<file path="config.mk">
export PLATFORM = sky130hd
export DESIGN_NAME = missing_tooth_wheel_pulse_trigger_core
export DESIGN_NICKNAME = d
export VERILOG_FILES = /design/src/rtl/core/mtw_pkg.sv /design/src/rtl/core/missing_tooth_wheel_pulse_trigger_core.sv /design/src/rtl/core/mtw_decode.sv /design/src/rtl/core/mtw_pulse.sv
export SDC_FILE = /design/constraint.sdc
export NUM_CORES = 1
export LEC_CHECK = 0
export BUFFER_PORTS_ARGS = -buffer_cell sky130_fd_sc_hd__buf_2
export CORE_ASPECT_RATIO = 1.75
export CORE_MARGIN = 10
export CORE_UTILIZATION = 47
export CTS_CLUSTER_DIAMETER = 30
export DETAILED_ROUTE_END_ITERATION = 8
export REMOVE_ABC_BUFFERS = 1
export SYNTH_ARGS = -nofsm -noshare
export SYNTH_HDL_FRONTEND = slang
export SYNTH_SLANG_ARGS = --single-unit
</file>
<file path="constraint.sdc">
create_clock -name clk -period 17.6 [get_ports clk]
set_input_delay 0.88 -clock clk [delete_from_list [all_inputs] [get_ports clk]]
set_output_delay 0.88 -clock clk [all_outputs]
set_load 0.02 [all_outputs]
</file>
<file path="src/rtl/core/mtw_pkg.sv">
// mtw_pkg: shared widths, register indexes and the event word type for the
// missing-tooth wheel trigger core. No dependencies.
package mtw_pkg;

	localparam int INTERVAL_BITS = 16;
	localparam int EXT_W         = (INTERVAL_BITS > 16) ? INTERVAL_BITS : 16;
	localparam int TOOTH_W       = 8;
	localparam int PERIOD_W      = 16;
	localparam int WIDTH_W       = 8;
	localparam int PULSE_W       = 15;
	localparam int CFG_IDX_W     = 8;
	localparam int CFG_DATA_W    = 8;

	localparam logic [TOOTH_W-1:0]    TOOTH_MAX  = '1;
	localparam logic [PERIOD_W-1:0]   PERIOD_MAX = '1;
	localparam logic [PULSE_W-1:0]    TICKS_PER_UNIT = 15'd100;

	localparam logic [CFG_IDX_W-1:0]  REG_PULSE_WIDTH = 8'd0;
	localparam logic [CFG_IDX_W-1:0]  REG_FIRE_TOOTH  = 8'd1;

	localparam logic [WIDTH_W-1:0]    PULSE_WIDTH_RST = 8'd50;
	localparam logic [TOOTH_W-1:0]    FIRE_TOOTH_RST  = 8'd5;

	typedef struct packed {
		logic                edge_seen;
		logic                gap;
		logic                fire;
		logic [TOOTH_W-1:0]  tooth_number;
		logic [PERIOD_W-1:0] period;
	} tooth_evt_t;

endpackage

</file>
<file path="src/rtl/core/missing_tooth_wheel_pulse_trigger_core.sv">
// Missing-tooth wheel decoder and one-shot trigger. One input word is one 1 us
// tick and gives exactly one result word; a tick is taken every clock cycle
// unless in_stall holds it off for a stalled full result register or an offered
// configuration write. Each tick passes the input register, then the update of
// interval, tooth count and pulse timer, then the result register. A configuration
// write waits until the input register is empty and holds off input words while
// it is offered. Configuration uses mtw_pkg.
module missing_tooth_wheel_pulse_trigger_core (
	input  logic                              clk,
	input  logic                              arst_n,
	input  logic                              in_valid,
	output logic                              in_stall,
	input  logic                              tooth_edge,
	output logic                              out_valid,
	input  logic                              out_stall,
	output logic                              pulse_out,
	output logic                              tooth_event,
	output logic                              gap_found,
	output logic [mtw_pkg::TOOTH_W-1:0]       tooth_number,
	output logic [mtw_pkg::PERIOD_W-1:0]      tooth_period_us,
	input  logic                              cfg_valid,
	output logic                              cfg_ready,
	input  logic [mtw_pkg::CFG_IDX_W-1:0]     cfg_index,
	input  logic [mtw_pkg::CFG_DATA_W-1:0]    cfg_data
);

	logic                          valid_s1;
	logic                          edge_s1;
	logic                          out_valid_q;
	logic                          pulse_q;
	logic                          event_q;
	logic                          gap_q;
	logic [mtw_pkg::TOOTH_W-1:0]   tooth_q;
	logic [mtw_pkg::PERIOD_W-1:0]  period_q;
	logic [mtw_pkg::WIDTH_W-1:0]   width_q;
	logic [mtw_pkg::TOOTH_W-1:0]   fire_tooth_q;
	logic                          advance;
	logic                          in_take;
	logic                          pulse;
	mtw_pkg::tooth_evt_t           evt;

	assign advance   = valid_s1 && (!out_valid_q || !out_stall);
	assign in_stall  = (valid_s1 && !advance) || cfg_valid;
	assign in_take   = in_valid && !in_stall;
	assign cfg_ready = !valid_s1;

	// configuration registers
	always_ff @(posedge clk or negedge arst_n) begin
		if (!arst_n) begin
			width_q      <= mtw_pkg::PULSE_WIDTH_RST;
			fire_tooth_q <= mtw_pkg::FIRE_TOOTH_RST;
		end else if (cfg_valid && cfg_ready) begin
			case (cfg_index)
				mtw_pkg::REG_PULSE_WIDTH: width_q      <= cfg_data;
				mtw_pkg::REG_FIRE_TOOTH:  fire_tooth_q <= cfg_data;
				default: ;
			endcase
		end
	end

	// input register
	always_ff @(posedge clk or negedge arst_n) begin
		if (!arst_n) begin
			valid_s1 <= 1'b0;
		end else if (in_take) begin
			valid_s1 <= 1'b1;
		end else if (advance) begin
			valid_s1 <= 1'b0;
		end
	end

	always_ff @(posedge clk) begin
		if (in_take) begin
			edge_s1 <= tooth_edge;
		end
	end

	mtw_decode u_decode (
		.clk        (clk),
		.arst_n     (arst_n),
		.step       (advance),
		.edge_in    (edge_s1),
		.fire_tooth (fire_tooth_q),
		.evt        (evt)
	);

	mtw_pulse u_pulse (
		.clk    (clk),
		.arst_n (arst_n),
		.step   (advance),
		.fire   (evt.fire),
		.width  (width_q),
		.pulse  (pulse)
	);

	// result register
	always_ff @(posedge clk or negedge arst_n) begin
		if (!arst_n) begin
			out_valid_q <= 1'b0;
		end else if (advance) begin
			out_valid_q <= 1'b1;
		end else if (!out_stall) begin
			out_valid_q <= 1'b0;
		end
	end

	always_ff @(posedge clk) begin
		if (advance) begin
			pulse_q  <= pulse;
			event_q  <= evt.edge_seen;
			gap_q    <= evt.gap;
			tooth_q  <= evt.tooth_number;
			period_q <= evt.period;
		end
	end

	assign out_valid       = out_valid_q;
	assign pulse_out       = pulse_q;
	assign tooth_event     = event_q;
	assign gap_found       = gap_q;
	assign tooth_number    = tooth_q;
	assign tooth_period_us = period_q;

	a_gap_restarts_count: assert property (@(posedge clk) disable iff (!arst_n)
		out_valid && gap_found |-> tooth_event && tooth_number == 8'd1)
		else $error("gap word without edge or count not restarted");

	a_edge_counts: assert property (@(posedge clk) disable iff (!arst_n)
		out_valid && tooth_event |-> tooth_number != '0)
		else $error("edge word with zero tooth count");

	a_stall_only_when_full: assert property (@(posedge clk) disable iff (!arst_n)
		in_stall |-> cfg_valid || (valid_s1 && out_valid_q && out_stall))
		else $error("input stalled with room downstream");

	a_advance_fills_output: assert property (@(posedge clk) disable iff (!arst_n)
		advance |=> out_valid)
		else $error("advanced word missing from result register");

endmodule

</file>
<file path="src/rtl/core/mtw_decode.sv">
// mtw_decode: interval counter, gap test, tooth count and period latch.
// Depends on mtw_pkg.
module mtw_decode (
	input  logic                          clk,
	input  logic                          arst_n,
	input  logic                          step,
	input  logic                          edge_in,
	input  logic [mtw_pkg::TOOTH_W-1:0]   fire_tooth,
	output mtw_pkg::tooth_evt_t           evt
);

	localparam int IB = mtw_pkg::INTERVAL_BITS;

	logic [IB-1:0]                     interval_q;
	logic [IB-1:0]                     prev_interval_q;
	logic [mtw_pkg::TOOTH_W-1:0]       tooth_count_q;
	logic [mtw_pkg::PERIOD_W-1:0]      period_q;

	logic [IB-1:0]                     measured;
	logic [IB:0]                       prev_x2;
	logic [mtw_pkg::EXT_W-1:0]         measured_ext;
	logic [mtw_pkg::PERIOD_W-1:0]      period_sat;
	logic [mtw_pkg::TOOTH_W-1:0]       count_inc;
	logic                              gap;
	logic [mtw_pkg::TOOTH_W-1:0]       count_nxt;
	logic [mtw_pkg::PERIOD_W-1:0]      period_nxt;

	always_comb begin
		measured     = (interval_q == {IB{1'b1}}) ? interval_q : interval_q + 1'b1;
		prev_x2      = {prev_interval_q, 1'b0};
		gap          = ({1'b0, measured} > prev_x2);
		measured_ext = mtw_pkg::EXT_W'(measured);
		period_sat   = (measured_ext > mtw_pkg::EXT_W'(mtw_pkg::PERIOD_MAX)) ?
		               mtw_pkg::PERIOD_MAX : measured_ext[mtw_pkg::PERIOD_W-1:0];
		count_inc    = (tooth_count_q == mtw_pkg::TOOTH_MAX) ? tooth_count_q
		               : tooth_count_q + 1'b1;
		count_nxt    = tooth_count_q;
		period_nxt   = period_q;
		if (edge_in) begin
			if (gap) begin
				count_nxt = mtw_pkg::TOOTH_W'(1);
			end else begin
				count_nxt  = count_inc;
				period_nxt = period_sat;
			end
		end
		evt.edge_seen    = edge_in;
		evt.gap          = edge_in && gap;
		evt.fire         = edge_in && !gap && (count_inc == fire_tooth);
		evt.tooth_number = count_nxt;
		evt.period       = period_nxt;
	end

	always_ff @(posedge clk or negedge arst_n) begin
		if (!arst_n) begin
			interval_q      <= '0;
			prev_interval_q <= '0;
			tooth_count_q   <= '0;
			period_q        <= '0;
		end else if (step) begin
			tooth_count_q <= count_nxt;
			period_q      <= period_nxt;
			if (edge_in) begin
				interval_q      <= '0;
				prev_interval_q <= measured;
			end else begin
				interval_q <= measured;
			end
		end
	end

endmodule

</file>
<file path="src/rtl/core/mtw_pulse.sv">
// mtw_pulse: one-shot pulse timer, restarted on each firing edge.
// Depends on mtw_pkg.
module mtw_pulse (
	input  logic                          clk,
	input  logic                          arst_n,
	input  logic                          step,
	input  logic                          fire,
	input  logic [mtw_pkg::WIDTH_W-1:0]   width,
	output logic                          pulse
);

	logic [mtw_pkg::PULSE_W-1:0] remaining_q;
	logic [mtw_pkg::PULSE_W-1:0] load;
	logic [mtw_pkg::PULSE_W-1:0] cur;

	always_comb begin
		load  = mtw_pkg::PULSE_W'(width) * mtw_pkg::TICKS_PER_UNIT;
		cur   = fire ? load : remaining_q;
		pulse = (cur != '0);
	end

	always_ff @(posedge clk or negedge arst_n) begin
		if (!arst_n) begin
			remaining_q <= '0;
		end else if (step) begin
			remaining_q <= pulse ? cur - 1'b1 : cur;
		end
	end

endmodule

</file>
## Yosys cells after proc, flatten, opt, wreduce, memory -nomap -nowiden

Cells that the tools add are included.

- Output and inout bits: 30
- Register bits: 117
- Logic and storage cells: 61
- Bits of input ports: 22

- Reduce and logical (&&, ||, !) cells: 21
- Equal/unequal tests: 5
- $lt $le $gt $ge: 2
- Add/subtract/negate cells: 3
- $mul: 1
- Muxes and demuxes: 14

Operator list:

| kind | count |
|---|---|
| 16-bit 2-to-1 mux | 5 |
| 15-bit 2-to-1 mux | 2 |
| 8-bit 2-to-1 mux | 3 |
| 16-bit by 17-bit greater-than comparator with 1-bit output | 1 |
| 16-bit by 1-bit adder with 16-bit output (second input constant) | 1 |
| 16-bit == test (second input constant) | 1 |
| 16-bit greater-than comparator (second input constant) | 1 |
| 15-bit nonzero test | 1 |
| 15-bit by 1-bit subtractor with 15-bit output (second input constant) | 1 |
| 8-bit by 5-bit multiplier with 13-bit output (second input constant) | 1 |
| 8-bit by 1-bit adder with 8-bit output (second input constant) | 1 |
| 8-bit by 1-bit == test with 1-bit output (second input constant) | 1 |
| 8-bit == test | 1 |
| 8-bit == test (second input constant) | 1 |
| 8-bit logical NOT | 1 |
| 1-bit logical AND | 7 |
| 1-bit logical NOT | 6 |
| 2-bit AND reduction | 3 |
| 1-bit 2-to-1 mux | 4 |
| 1-bit logical OR | 2 |
| 2-bit by 1-bit inequality test with 1-bit output (second input constant) | 1 |
| 2-bit nonzero test | 1 |

## Logic depth before layout (Yosys ltp)

- Word-level depth: 9
- Depth in mapped cells: 28
- Depth with buffers taken out: 23

## Cells and area by module

A second synthesis with hierarchy kept.

- Cell total of the unflattened synthesis: 685
- Area total of the unflattened synthesis: 7191.9 µm²

Modules (own cells, without submodules):

| module | cells an instance | area an instance (µm²) | times used |
|---|---|---|---|
| mtw_decode | 386 | 3629.7 | 1 |
| mtw_pulse | 222 | 1938.1 | 1 |
| missing_tooth_wheel_pulse_trigger_core | 77 | 1624.1 | 1 |

## Least setup slack after synthesis

No wires, ideal clock.

- Path kind: flip-flop to flip-flop
- Start: register u_decode.interval_q[0]
- End: register u_pulse.remaining_q[11] (netlist bit)
- Path buffers: 4
- Arrival: 5.958 ns
- Clock period less this slack: 6.087 ns
- Cell stages (with the launch flop): 28
- Path slack: 11.513 ns
- Path through: dfrtp_1 ha_1 nand3_1 nor4_4 nor2_1 and3_1 clkbuf_1 nand2_1 nor4_1 and3_1 xor2_1 ha_1 nand4b_1 nor4_1 a21boi_0 o32ai_2 buf_4 nand4bb_1 clkbuf_1 clkbuf_1 nand2_1 ha_1 nand4b_1 nor2_2 a211o_2 a21oi_1 mux2_1 a2111o_1

- Cells in the longest elaborated chain, start to end: 9
- Elaborated cells on any way between the ends: 11
- Classes of those cells: add/sub (2); order compare (1); eq/ne (1); mux (3); reduce/logical (4)

RTL lines:

| element | line | source |
|---|---|---|
| from (decl) | mtw_decode.sv:14 | `logic [IB-1:0] interval_q;` |
| from (signal assigned) | mtw_decode.sv:67 | `interval_q <= measured;` |
| 16-bit by 1-bit adder with 16-bit output / 16-bit == test (equally long branches) | mtw_decode.sv:29 | `measured = (interval_q == {IB{1'b1}}) ? interval_q : interval_q + 1'b1;` |
| 16-bit 2-to-1 mux * | mtw_decode.sv:29 |  |
| net u_decode.measured[15] | mtw_decode.sv:19 | `logic [IB-1:0] measured;` |
| 16-bit by 17-bit greater-than comparator with 1-bit output * | mtw_decode.sv:31 | `gap = ({1'b0, measured} > prev_x2);` |
| 1-bit logical NOT * | mtw_decode.sv:49 | `evt.fire = edge_in && !gap && (count_inc == fire_tooth);` |
| 1-bit logical AND * (2 in series) | mtw_decode.sv:49 |  |
| 15-bit 2-to-1 mux * | mtw_pulse.sv:18 | `cur = fire ? load : remaining_q;` |
| 15-bit by 1-bit subtractor with 15-bit output / 15-bit nonzero test (equally long branches) | mtw_pulse.sv:26, mtw_pulse.sv:19 |  |
| 15-bit 2-to-1 mux * | mtw_pulse.sv:26 | `remaining_q <= pulse ? cur - 1'b1 : cur;` |
| to (signal assigned) | mtw_pulse.sv:26 |  |
| to (decl) | mtw_pulse.sv:12 | `logic [mtw_pkg::PULSE_W-1:0] remaining_q;` |

The timed path passes the listed nets; every way through them passes the cells marked *.
A chain may end at the register's enable or synchronous reset.

## Final worst setup path

Same ends and word-level chain as after synthesis.

==> metrics <==
status=complete, no violations; Area after DPL=~8000 sq um; global routing met1 resource utilization=between 15 and 20%; reg2reg start=u_decode.interval_q[0]$_DFFE_PN0P_; detailed-route wire length per cell=between 15 and 20 um; Sink Count=approximately 120; Setup TNS Final=0 ps; H-tree levels=4; Residual DRC=0; Worst path slowest cell=o32ai_2; Num CTS Buffers=17; vias after detailed routing=6,085; port bufs=between 50 and 60; power share of the sequential group=between 30% and 40%; M2 GR Usage=34.8%; Area growth, synth to finish=13.1%; Reg2Reg Depth=24; Seq. cell area=about 3000 sq um; placeable core region=~15,000 sq um; Distinct cells, synth=a little under 80; Clk network pwr share=a little over a third; Setup Fix Bufs, Post-CTS=0; vias in the first global route=6,277; CTS resizes=0; Slew headroom=26.9%; GP Congestion=around 0.90; Final min period=between 6000 and 7000 ps; global route hottest layer=met2; Final Hold Vio Count=0; Final Util=a little over half; share of layout cells above drive strength 1=17.5%; # diodes=0; #FFs+latches synth=approximately 120; Final setup viols=0; HPWL Detailed=roughly 14,000 um; Worst Path Class, Setup=register to register; RSZ-0062 raised after global routing=no; final slew viol count=0; register area share after synthesis=a little over 40%; clock latency on the worst-skew pair=410 ps; pre-CTS setup slack=roughly 11,000 ps; CP Capture Type=register; CP Launch Point=u_decode.interval_q[0]$_DFFE_PN0P_; worst reg-to-reg setup slack=11,280 ps; Pleak=~0.0038 uW; initial antenna violation count=0; WP data required=between 15,000 and 20,000 ps; Power per Cell Area=~120 nW/um^2; GRT overflow=0; Root Buffer=clkbuf_16; Routed Antenna Nets=0; area of the multi-input gates=between 3000 and 4000 sq um; CP max stage delay=~770 ps; reg2reg end=u_pulse.remaining_q[11]$_DFFE_PN0P_; first-pass GRT wire length=~32,000 um; row cnt=60; DIE AREA=21,400 sq um; GRT Util Overall=18.5%; CP Cell Sequence=ha_1 > nand3_1 > nor4_4 > nor2_1 > and3_1 > nand2_1 > nor4_1 > and3_1 > xor2_1 > ha_1 > nand4b_1 > nor4_1 > a21boi_0 > o32ai_2 > nand4bb_1 > buf_4 > nand2_1 > ha_1 > nand3_1 > nor3_2 > a211o_2 > a21oi_1 > mux2_1 > a2111o_1; most frequent cell on the critical path=ha_1; crit-path max FO=23; max frequency=between 150 and 200 MHz; number of max-cap violations=0; Switch Pwr=346 uW; met3 Use GR=~2.6%; Startpoint Class=register; Ports=52; pin count of the biggest net entering global routing=68; post-route cell area=roughly 8400 sq um; number of nets in the layout=902; Int Power=a little over 600 uW; Avg Vias per Cell=between 5 and 6; mapped cell area=between 7000 and 8000 sq um; Tcrit/Tclk final=between 30% and 40%; Clk pin slew, worst setup/hold paths=~60 ps; Initial Util=between 40% and 50%; Post-Route Skew=around 10 ps; Comb pwr share=around 28%; Async S/R FF share, synth=~76%; CTS tree=built; Die W=115 um; initial drt markers=between 300 and 400; worst hold-check path type=input pin to asynchronous set/reset pin; Worst Path Arrival=around 6600 ps; Sw Share=between 30% and 40%; DIE HEIGHT=between 150 and 200 um; CTS Buffer Depth=2; Post-synth EDFFs=28; Main synth FF type=dfrtp_1; PnR worst setup slack=11,280 ps; Post-Syn Instances=roughly 800; slew of the pin with the lowest slew margin=approximately 1100 ps; FILL cells=approximately 1,400; Syn Area/Cell=9.39 sq um; peak supply drop=roughly 0.060 mV; final wirelength=around 19,000 um; drt pass-1 iters=5; Ys Warns=0; post-cts hold buffer count=0
==> worst max-delay path, delay by kind of cell (launching register included) <==
kind / cells / cell delay, ps
AOI/OAI and AO/OA: 5 / 1680
buffers and inverters: 1 / 260
adders and majority gates: 3 / 750
and+or+nand+nor: 13 / 2510
muxes: 1 / 310
xor gates and xnor gates: 1 / 260
DFF: 1 / 430
==> logic make-up (layout without fill, tap and decap cells) <==
group	Yosys count	after routing	synth area share, %
and+or+nand+nor	276	276	19.1
buffers and inverters	89	143	4.65
muxes	53	53	7.81
AOI/OAI and AO/OA	179	179	15.2
DFF	117	117	41.5
xor gates and xnor gates	23	23	2.72
adders and majority gates	51	51	8.93
==> cells in the final DEF (no fill, tap or decap), types with 7 or more instances in the layout <==
cell | Yosys | final
nand2_1 | 91 | 91
dfrtp_1 | 84 | 84
o21ai_0 | 58 | 58
inv_1 | 53 | 52
nor2_1 | 51 | 51
buf_2 | 5 | 50
ha_1 | 48 | 48
a21oi_1 | 41 | 41
mux2_2 | 37 | 37
edfxtp_1 | 28 | 28
nand3_1 | 22 | 22
nor3_1 | 17 | 17
clkbuf_16 | 0 | 17
xnor2_1 | 15 | 15
mux2i_1 | 15 | 15
nand4_1 | 13 | 13
or3_1 | 13 | 13
and3_1 | 10 | 10
a211oi_1 | 9 | 9
nor4_1 | 9 | 9
xor2_1 | 8 | 8
buf_4 | 1 | 8
o21ai_1 | 7 | 7
a21o_1 | 7 | 7
and2_1 | 7 | 7
nor2b_1 | 7 | 7
==> per-layer routing <==
layer	up-vias	part of all wire (%)
met1	2951	38
met2	150	56
met4	0	2.6
met5	-	0
li1	2941	-
met3	43	3.2
==> worst max-delay path by stage <==
stage / to / slack, ps / depth (start not counted)
floorplan: u_pulse.remaining_q[12]$_DFFE_PN0P_ / 11550 / 22
detailed placement: u_pulse.remaining_q[11]$_DFFE_PN0P_ / 11290 / 24
global route: u_pulse.remaining_q[11]$_DFFE_PN0P_ / 10620 / 24
CTS: u_pulse.remaining_q[11]$_DFFE_PN0P_ / 11270 / 24
global placement: u_pulse.remaining_q[11]$_DFFE_PN0P_ / 11540 / 24
finish: u_pulse.remaining_q[11]$_DFFE_PN0P_ / 11280 / 24
==> power groups by stage <==
stage	Sequential [uW]	Clock [uW]	Combinational [uW]
floorplan	353	0	188
global placement	356	0	267
detailed placement	357	0	274
CTS	353	346	275
global route	359	356	307
finish	354	339	271
==> flip-flops by register name, summed over array words and instances (netlist names) <==
register	count
u_pulse.remaining_q	15
valid_s1	1
gap_found	1
u_decode.prev_interval_q	16
pulse_out	1
tooth_number	8
u_decode.tooth_count_q	8
out_valid	1
u_decode.interval_q	16
tooth_period_us	16
width_q	8
u_decode.period_q	16
edge_s1	1
fire_tooth_q	8
tooth_event	1
==> per-stage QoR <==
stage               total power, uW  instances  hold WS [ps]
floorplan                       540        752           446
global placement                623        996           464
detailed placement              631        996           475
CTS                             974       1028           359
global route                   1020       1028           364
finish                          964       1028           350
==> cells in the mapped netlist, types with 9 or more instances <==
| master | count | area, sq um |
|---|---|---|
| xnor2_1 | 15 | 131 |
| nand3_1 | 22 | 110 |
| and3_1 | 10 | 62.6 |
| nand2_1 | 91 | 342 |
| dfrtp_1 | 84 | 2100 |
| clkbuf_1 | 26 | 97.6 |
| nand4_1 | 13 | 81.3 |
| nor3_1 | 17 | 85.1 |
| a21oi_1 | 41 | 205 |
| a211oi_1 | 9 | 67.6 |
| edfxtp_1 | 28 | 841 |
| mux2_2 | 37 | 417 |
| inv_1 | 53 | 199 |
| mux2i_1 | 15 | 150 |
| nor2_1 | 51 | 191 |
| nor4_1 | 9 | 56.3 |
| o21ai_0 | 58 | 290 |
| or3_1 | 13 | 81.3 |
| ha_1 | 48 | 601 |
==> final cells by class <==
class	instances	share of cell area, %
flip-flops and latches	117	36.7
clock inverters	15	1.75
well taps	186	2.78
clock buffers	17	5.08
inverters	53	2.38
repair buffers	58	3.71
multi-input cells	582	47.6
No activity file was read; power rests on OpenSTA's default activity.
